===== src/hdl/sensor_ack_frame_checker_top_assert.svh =====
// assertion macros for the reply frame checker
`ifndef SENSOR_ACK_FRAME_CHECKER_TOP_ASSERT_SVH
`define SENSOR_ACK_FRAME_CHECKER_TOP_ASSERT_SVH

// same-cycle implication
`define SAFC_ASSERT_IMPLIES(lbl, ante, cons) \
	lbl: assert property (@(posedge clk) disable iff (!arst_n) (ante) |-> (cons)) \
		else $error("safc check failed");

// next-cycle implication
`define SAFC_ASSERT_NEXT(lbl, ante, cons) \
	lbl: assert property (@(posedge clk) disable iff (!arst_n) (ante) |=> (cons)) \
		else $error("safc check failed");

`endif


===== src/hdl/safc_pkg.sv =====
package safc_pkg;

	localparam int HDR_DEPTH = 7;
	localparam int LEN_W     = 5;

	localparam logic [15:0] CRC_INIT  = 16'hFFFF;
	localparam logic [15:0] CRC_POLY  = 16'hA001;
	localparam logic [7:0]  CRC_PATCH = 8'hA5;

	localparam logic [1:0] ST_OK   = 2'd0;
	localparam logic [1:0] ST_NET  = 2'd1;
	localparam logic [1:0] ST_SLV  = 2'd2;
	localparam logic [1:0] ST_CRC  = 2'd3;

	localparam logic [2:0] REG_NET_ADDR  = 3'd0;
	localparam logic [2:0] REG_READ_OP   = 3'd1;
	localparam logic [2:0] REG_TEMP_MASK = 3'd2;
	localparam logic [2:0] REG_HUM_MASK  = 3'd3;
	localparam logic [2:0] REG_HB_MASK   = 3'd4;

	typedef struct packed {
		logic [7:0]       hdr0;
		logic [7:0]       hdr1;
		logic [7:0]       hdr3;
		logic [7:0]       hdr4;
		logic [7:0]       hdr6;
		logic [7:0]       slave;
		logic [7:0]       op;
		logic [7:0]       param;
		logic [LEN_W-1:0] lnz;
		logic [15:0]      crc;
		logic [15:0]      check;
	} safc_frame_t;

	typedef struct packed {
		logic full;
		logic empty;
	} safc_qstat_t;

	function automatic logic [15:0] crc_byte(input logic [15:0] c, input logic [7:0] b);
		logic [15:0] r;
		r = c ^ {8'h00, b};
		for (int k = 0; k < 8; k++) begin
			r = r[0] ? ((r >> 1) ^ CRC_POLY) : (r >> 1);
		end
		return r;
	endfunction

	function automatic logic single_bit(input logic [7:0] m);
		return (m != 8'h00) && ((m & (m - 8'h01)) == 8'h00);
	endfunction

endpackage


===== src/hdl/safc_front.sv =====
module safc_front import safc_pkg::*; #(
	parameter int MAX_FRAME_BYTES = 9
) (
	input  logic        clk,
	input  logic        arst_n,
	input  logic        accept,
	input  logic [7:0]  data_byte,
	input  logic        last_byte,
	input  logic [7:0]  expected_slave,
	input  logic [7:0]  request_op,
	input  logic [7:0]  request_param,
	output logic        push,
	output safc_frame_t frame
);

	localparam int PW = $clog2(MAX_FRAME_BYTES + 1);
	localparam logic [PW-1:0] MAX_POS = PW'(MAX_FRAME_BYTES);

	logic [PW-1:0] pos_q, pos_n;
	logic [15:0]   crc_q, crc_n;
	logic [15:0]   crc1_q, crc1_n;
	logic [7:0]    prev_q, prev_n;
	logic [15:0]   crc_end_q, crc_end_n;
	logic [15:0]   check_q, check_n;
	logic [PW-1:0] lnz_q, lnz_n;
	logic [7:0]    hdr_q [HDR_DEPTH];
	logic [7:0]    hdr_n [HDR_DEPTH];
	logic [23:0]   req_q, req_n;
	logic [15:0]   crc_adj;

	always_comb begin
		pos_n     = pos_q;
		crc_n     = crc_q;
		crc1_n    = crc1_q;
		prev_n    = prev_q;
		crc_end_n = crc_end_q;
		check_n   = check_q;
		lnz_n     = lnz_q;
		hdr_n     = hdr_q;
		req_n     = req_q;
		if (pos_q == '0) begin
			req_n = {expected_slave, request_op, request_param};
		end
		if (pos_q < MAX_POS) begin
			for (int k = 0; k < HDR_DEPTH; k++) begin
				if (pos_q == PW'(k)) begin
					hdr_n[k] = data_byte;
				end
			end
			if (data_byte != 8'h00) begin
				lnz_n     = pos_q + PW'(1);
				crc_end_n = crc1_q;
				check_n   = {prev_q, data_byte};
			end
			crc1_n = crc_q;
			crc_n  = crc_byte(crc_q, data_byte);
			prev_n = data_byte;
			pos_n  = pos_q + PW'(1);
		end
	end

	// low byte zero gets the patch pattern
	assign crc_adj = (crc_end_n[7:0] == 8'h00) ? {crc_end_n[15:8], CRC_PATCH} : crc_end_n;

	assign push = accept && last_byte;

	always_comb begin
		frame.hdr0  = hdr_n[0];
		frame.hdr1  = hdr_n[1];
		frame.hdr3  = hdr_n[3];
		frame.hdr4  = hdr_n[4];
		frame.hdr6  = hdr_n[6];
		frame.slave = req_n[23:16];
		frame.op    = req_n[15:8];
		frame.param = req_n[7:0];
		frame.lnz   = LEN_W'(lnz_n);
		frame.crc   = crc_adj;
		frame.check = check_n;
	end

	always_ff @(posedge clk or negedge arst_n) begin
		if (!arst_n) begin
			pos_q     <= '0;
			crc_q     <= CRC_INIT;
			crc1_q    <= CRC_INIT;
			prev_q    <= '0;
			crc_end_q <= CRC_INIT;
			check_q   <= '0;
			lnz_q     <= '0;
			req_q     <= '0;
			for (int k = 0; k < HDR_DEPTH; k++) begin
				hdr_q[k] <= '0;
			end
		end else if (accept) begin
			if (last_byte) begin
				pos_q     <= '0;
				crc_q     <= CRC_INIT;
				crc1_q    <= CRC_INIT;
				prev_q    <= '0;
				crc_end_q <= CRC_INIT;
				check_q   <= '0;
				lnz_q     <= '0;
				req_q     <= '0;
				for (int k = 0; k < HDR_DEPTH; k++) begin
					hdr_q[k] <= '0;
				end
			end else begin
				pos_q     <= pos_n;
				crc_q     <= crc_n;
				crc1_q    <= crc1_n;
				prev_q    <= prev_n;
				crc_end_q <= crc_end_n;
				check_q   <= check_n;
				lnz_q     <= lnz_n;
				req_q     <= req_n;
				hdr_q     <= hdr_n;
			end
		end
	end

endmodule


===== src/hdl/safc_fifo.sv =====
module safc_fifo import safc_pkg::*; (
	input  logic        clk,
	input  logic        arst_n,
	input  logic        push,
	input  safc_frame_t wr_data,
	input  logic        pop,
	output safc_frame_t rd_data,
	output safc_qstat_t stat
);

	safc_frame_t mem_q [2];
	logic        wr_ptr_q;
	logic        rd_ptr_q;
	logic [1:0]  count_q;

	assign stat.full  = (count_q == 2'd2);
	assign stat.empty = (count_q == 2'd0);
	assign rd_data    = mem_q[rd_ptr_q];

	always_ff @(posedge clk) begin
		if (push) begin
			mem_q[wr_ptr_q] <= wr_data;
		end
	end

	always_ff @(posedge clk or negedge arst_n) begin
		if (!arst_n) begin
			wr_ptr_q <= 1'b0;
			rd_ptr_q <= 1'b0;
			count_q  <= 2'd0;
		end else begin
			if (push) begin
				wr_ptr_q <= ~wr_ptr_q;
			end
			if (pop) begin
				rd_ptr_q <= ~rd_ptr_q;
			end
			if (push && !pop) begin
				count_q <= count_q + 2'd1;
			end else if (pop && !push) begin
				count_q <= count_q - 2'd1;
			end
		end
	end

endmodule


===== src/hdl/safc_back.sv =====
module safc_back import safc_pkg::*; (
	input  logic        clk,
	input  logic        arst_n,
	input  logic        cfg_wr_en,
	input  logic [2:0]  cfg_index,
	input  logic [7:0]  cfg_data,
	input  safc_frame_t frame,
	input  logic        avail,
	output logic        pop,
	output logic        m_tvalid,
	input  logic        m_tready,
	output logic [47:0] m_tdata
);

	logic [7:0]  net_addr_q, read_op_q, temp_mask_q, hum_mask_q, hb_mask_q;
	logic        out_valid_q;
	logic [47:0] out_data_s1;
	logic [1:0]  status;
	logic [3:0]  len4;
	logic        ok, tv, hv, bv;

	always_comb begin
		len4 = (frame.lnz == '0) ? 4'd1 : frame.lnz[3:0];
		priority if (frame.hdr0 != net_addr_q) begin
			status = ST_NET;
		end else if (frame.hdr1 != frame.slave) begin
			status = ST_SLV;
		end else if (frame.lnz < LEN_W'(2) || frame.crc != frame.check) begin
			status = ST_CRC;
		end else begin
			status = ST_OK;
		end
		ok = (status == ST_OK) && (frame.op == read_op_q);
		tv = ok && single_bit(temp_mask_q) && ((frame.param & temp_mask_q) != 8'h00);
		hv = ok && single_bit(hum_mask_q) && ((frame.param & hum_mask_q) != 8'h00);
		bv = ok && single_bit(hb_mask_q) && ((frame.param & hb_mask_q) != 8'h00);
	end

	assign pop      = avail && (!out_valid_q || m_tready);
	assign m_tvalid = out_valid_q;
	assign m_tdata  = out_data_s1;

	always_ff @(posedge clk) begin
		if (pop) begin
			out_data_s1 <= {7'd0,
				bv, bv ? frame.hdr6 : 8'h00,
				hv, hv ? frame.hdr4 : 8'h00,
				tv, tv ? frame.hdr3 : 8'h00,
				frame.slave, len4, status};
		end
	end

	always_ff @(posedge clk or negedge arst_n) begin
		if (!arst_n) begin
			out_valid_q <= 1'b0;
		end else if (pop) begin
			out_valid_q <= 1'b1;
		end else if (m_tready) begin
			out_valid_q <= 1'b0;
		end
	end

	always_ff @(posedge clk or negedge arst_n) begin
		if (!arst_n) begin
			net_addr_q  <= 8'd1;
			read_op_q   <= 8'd3;
			temp_mask_q <= 8'd1;
			hum_mask_q  <= 8'd2;
			hb_mask_q   <= 8'd4;
		end else if (cfg_wr_en) begin
			unique case (cfg_index)
				REG_NET_ADDR:  net_addr_q  <= cfg_data;
				REG_READ_OP:   read_op_q   <= cfg_data;
				REG_TEMP_MASK: temp_mask_q <= cfg_data;
				REG_HUM_MASK:  hum_mask_q  <= cfg_data;
				REG_HB_MASK:   hb_mask_q   <= cfg_data;
				default: ;
			endcase
		end
	end

endmodule


===== src/hdl/sensor_ack_frame_checker_top.sv =====
// reply frame checker: one byte per cycle in while the queue is not full, one result per frame out
// path: the last byte pushes the frame into the queue, and the output register takes it on pop
// throughput: one byte per cycle, limited by the two-entry frame queue when the output stalls
// reset: async active low; clears frame state, queue, output valid and loads register defaults
module sensor_ack_frame_checker_top import safc_pkg::*; #(
	parameter int MAX_FRAME_BYTES = 9
) (
	input  logic        clk,
	input  logic        arst_n,
	input  logic        cfg_wr_en,
	input  logic [2:0]  cfg_index,
	input  logic [7:0]  cfg_data,
	input  logic        s_tvalid,
	output logic        s_tready,
	input  logic [31:0] s_tdata,  // data_byte, expected_slave, request_op, request_param
	input  logic        s_tlast,
	output logic        m_tvalid,
	input  logic        m_tready,
	output logic [47:0] m_tdata   // frame_status, frame_length, slave_index,
	                              // temperature_value, temperature_valid, humidity_value,
	                              // humidity_valid, heartbeat_value, heartbeat_valid, zero pad
);

	`include "sensor_ack_frame_checker_top_assert.svh"

	logic        accept;
	logic        push;
	logic        pop;
	safc_frame_t front_frame;
	safc_frame_t head_frame;
	safc_qstat_t q_stat;

	assign s_tready = !q_stat.full;
	assign accept   = s_tvalid && s_tready;

	safc_front #(
		.MAX_FRAME_BYTES(MAX_FRAME_BYTES)
	) u_front (
		.clk            (clk),
		.arst_n         (arst_n),
		.accept         (accept),
		.data_byte      (s_tdata[7:0]),
		.last_byte      (s_tlast),
		.expected_slave (s_tdata[15:8]),
		.request_op     (s_tdata[23:16]),
		.request_param  (s_tdata[31:24]),
		.push           (push),
		.frame          (front_frame)
	);

	safc_fifo u_fifo (
		.clk     (clk),
		.arst_n  (arst_n),
		.push    (push),
		.wr_data (front_frame),
		.pop     (pop),
		.rd_data (head_frame),
		.stat    (q_stat)
	);

	safc_back u_back (
		.clk       (clk),
		.arst_n    (arst_n),
		.cfg_wr_en (cfg_wr_en),
		.cfg_index (cfg_index),
		.cfg_data  (cfg_data),
		.frame     (head_frame),
		.avail     (!q_stat.empty),
		.pop       (pop),
		.m_tvalid  (m_tvalid),
		.m_tready  (m_tready),
		.m_tdata   (m_tdata)
	);

	`SAFC_ASSERT_IMPLIES(a_no_push_full, push, !q_stat.full)
	`SAFC_ASSERT_IMPLIES(a_temp_needs_ok, m_tvalid && m_tdata[22], m_tdata[1:0] == ST_OK)
	`SAFC_ASSERT_NEXT(a_pop_shows, pop, m_tvalid)

endmodule


===== config.mk =====
export PLATFORM = sky130hd
export DESIGN_NAME = sensor_ack_frame_checker_top
export DESIGN_NICKNAME = d
export VERILOG_FILES = /design/src/hdl/safc_pkg.sv /design/src/hdl/safc_front.sv /design/src/hdl/safc_fifo.sv /design/src/hdl/safc_back.sv /design/src/hdl/sensor_ack_frame_checker_top.sv
export VERILOG_INCLUDE_DIRS = /design/src /design/src/hdl
export SDC_FILE = /design/constraint.sdc
export NUM_CORES = 1
export LEC_CHECK = 0
export ABC_CLOCK_PERIOD_IN_PS = 6420
export BUFFER_PORTS_ARGS = -buffer_cell sky130_fd_sc_hd__clkbuf_2
export CAP_MARGIN = 40
export CELL_PAD_IN_SITES_DETAIL_PLACEMENT = 0
export CELL_PAD_IN_SITES_GLOBAL_PLACEMENT = 1
export CORE_MARGIN = 2
export CORE_UTILIZATION = 47
export CTS_CLUSTER_SIZE = 10
export DETAILED_ROUTE_END_ITERATION = 16
export HOLD_SLACK_MARGIN = 0.06
export PLACE_DENSITY_LB_ADDON = 0.2
export SYNTH_ARGS = -nofsm -noshare
export SYNTH_HDL_FRONTEND = slang
export SYNTH_HIERARCHICAL = 1
export SYNTH_SLANG_ARGS = --single-unit
export TNS_END_PERCENT = 50

===== constraint.sdc =====
create_clock -name clk -period 6.42 [get_ports clk]
set_input_delay 1.284 -clock clk [delete_from_list [all_inputs] [get_ports clk]]
set_output_delay 1.284 -clock clk [all_outputs]
set_load 0.03 [all_outputs]

==> run metrics <==
Setup Fix Bufs, Post-CTS 0; DIE AREA 42300 um^2; Final HPWL DP roughly 26000 um; Fillers about 3300; Pleak 8.48 nW; Num CTS Buffers 49; Worst Setup End Kind flip-flop; Multi-input gate area between 6000 and 7000 um^2; fin crit period approximately 3.5 ns; worst slew pin tran about 1.1 ns; count of cell types in the netlist 62; Final ANT Viol Nets 0; CTS tree yes; setup ws final between 2 and 3 ns; initial drt markers 826; Synth Cell Area roughly 19000 um^2; fin area about 22000 um^2; Most Used Layer, Global Route met2; core area approximately 40000 um^2; H-tree depth 2; clk_lat worst skew between 0.5 and 0.6 ns; critical path data required time approximately 6.8 ns; synth top area cells edfxtp_1, dfrtp_1, dfstp_2; DRC 0; sequential share of the synthesized area between 60% and 70%; WHS between 0.5 and 0.6 ns; Tot Pwr 9.74 mW; Worst EP arrival between 3 and 4 ns; largest net degree at the start of global routing 118; most used flip-flop cell after synthesis edfxtp_1; GR Layer Usage met2 roughly 30%; maximum clock rate 285 MHz; Post-synth EDFFs about 240; met1 Resource Use GR just under 30%; Register Area 12000 um^2; M3 GR Usage 3.22%; Final period util between 50 and 60%; hold buffer count at CTS 0; Die Span X just over 200 um; crit path max fanout 35; vias in the first global route between 10000 and 15000; Ys Warns 6; first-pass GRT wire length between 60000 and 70000 um; DRT Pass-1 Iters 6; clock-pin slew on the worst setup and hold paths around 0.06 ns; gr ovfl total 0; clock root buffer clkbuf_16; Layout Utilization a little over half; clk sinks between 400 and 500; setup_tns 0 ns; Hold/Removal Path Class reg -> reg; fin nets ~1500; RSZ-0062 raised after global routing no; Max VDD drop 0.347 mV; pre-CTS WS approximately 2.5 ns; Post-synth ARST share approximately 43%; mean routed wirelength per cell ~21 um; routed vias/inst roughly 5.5; Worst Clk Skew ~0.012 ns; Ports between 90 and 100; total vias in the final route between 10000 and 15000; Setup CP Type reg -> reg; layout cell share with drive strength beyond 1 about a third; row count 73; share of the synthesized area in the top cell type 38.2%; die height between 200 and 250 um; Final Hold Violating Endpoints 0; post_cts resized 0; Placer Congestion 0.803; Synth Instances ~1300; Startpoint Class flip-flop; initial antenna violation count 1; Clock Path Buffers 3; synth-to-layout area growth 12.5%; Starting Density between 40 and 50%; outcome complete, no violations; pwr/cell area about 450 nW/um^2; Slew Limit Fails 0; placed cells approximately 1900; Setup Viol. Count Final 0; syn avg cell area 14.4 um^2; Buffers on Ports 91; DP Area between 20000 and 25000 um^2; number of antenna repair diodes 0; Routed WL between 40000 and 50000 um; Slew Limit Headroom 29.5%; Layout Cells excl Fill slightly below 2000; GRT Overall Usage 20.0%; post-synth top area cell edfxtp_1; max cap viols 0; number of synthesized register bits about 430
[path summary, 6_finish.rpt]
path                                  startpoint                     to  slack, ns  depth (start not counted)
max                              u_fifo/rd_ptr_q     u_back/m_tdata[15]       2.91                          9
min                        u_front/crc_end_q[15]  u_front/crc_end_q[15]       0.50                          2
max reg2reg                      u_fifo/rd_ptr_q     u_back/m_tdata[15]       2.91                          9
min reg2reg                u_front/crc_end_q[15]  u_front/crc_end_q[15]       0.50                          2
max in group asynchronous                 arst_n      u_front/hdr_q[26]       4.61                          2
min in group asynchronous                 arst_n       u_front/req_q[5]       0.72                          1
[worst max-delay path, stage by stage, from the launching register on]
cell	delay (ns)
dfrtp_4	0.76
buf_16	0.30
buf_4	0.39
mux2_4	0.34
xor2_1	0.16
nor4_1	0.40
nand3_1	0.24
nor3_2	0.15
buf_4	0.31
and4_1	0.27
[layer usage]
layer / vias up / wire length [um]
li1: 5108 / -
met1: 5572 / 19700
met2: 246 / 18700
met3: 62 / 2330
met4: 0 / 703
met5: - / 0
[cell families after synthesis]
logic type      count (synthesis)  synth area share (%)
flops                         427                  62.5
simple gates                  289                  8.24
compound gates                221                  8.71
mux                           205                  13.6
buf+inv                       108                  3.02
xor+xnor                       70                  3.32
fa+ha+maj                       8                 0.484
other cells                     2                0.0393
[cell usage in the layout (no fill, tap or decap), drive strengths merged, types with 39 or more instances in the layout]
master / instances
nand2: 93
dfstp: 49
dfrtp: 135
mux2: 205
a31o: 64
xor2: 39
clkbuf: 181
edfxtp: 243
nor2: 40
nor2b: 70
[cells in the mapped netlist (8+ instances only)]
cell,instances
nor2b_1,70
a31o_2,60
edfxtp_1,243
mux2_1,21
dfrtp_1,135
xnor2_1,29
clkbuf_1,48
a22oi_1,22
and4_1,24
dfstp_2,49
buf_2,13
mux2_4,80
a21oi_1,27
buf_6,10
nor3_1,10
nor4_1,12
o21ai_0,18
nand2_1,91
o21ai_1,12
buf_4,11
mux2_2,104
a22o_1,16
nand3_1,8
xor2_1,39
nor2_1,39
o22a_1,27
inv_1,20
o22ai_1,24
[state kept, by name, summed over array words and instances (netlist names), 11 cells and up]
name and cells:
u_back/m_tdata 41, u_fifo/mem_q 202, u_front/check_q 16, u_front/crc1_q 11, u_front/crc_end_q 16, u_front/crc_q 16
u_front/hdr_q 40, u_front/req_q 24
[power by group]
| group | switching (mW) | total [mW] | internal (mW) |
|---|---|---|---|
| Clock | 1.04 | 2.52 | 1.48 |
| Sequential | 0.396 | 4.21 | 3.82 |
| Combinational | 1.65 | 3.01 | 1.36 |
[final cells by class]
cell class,instances,share of cell area [%]
clock buffers,90,6.61
inverters,20,0.349
multi-input cells,801,30.8
well taps,525,3.05
flip-flops and latches,427,55.6
repair buffers,115,3.48
clock inverters,2,0.0639
No activity file was read; power rests on OpenSTA's default activity.
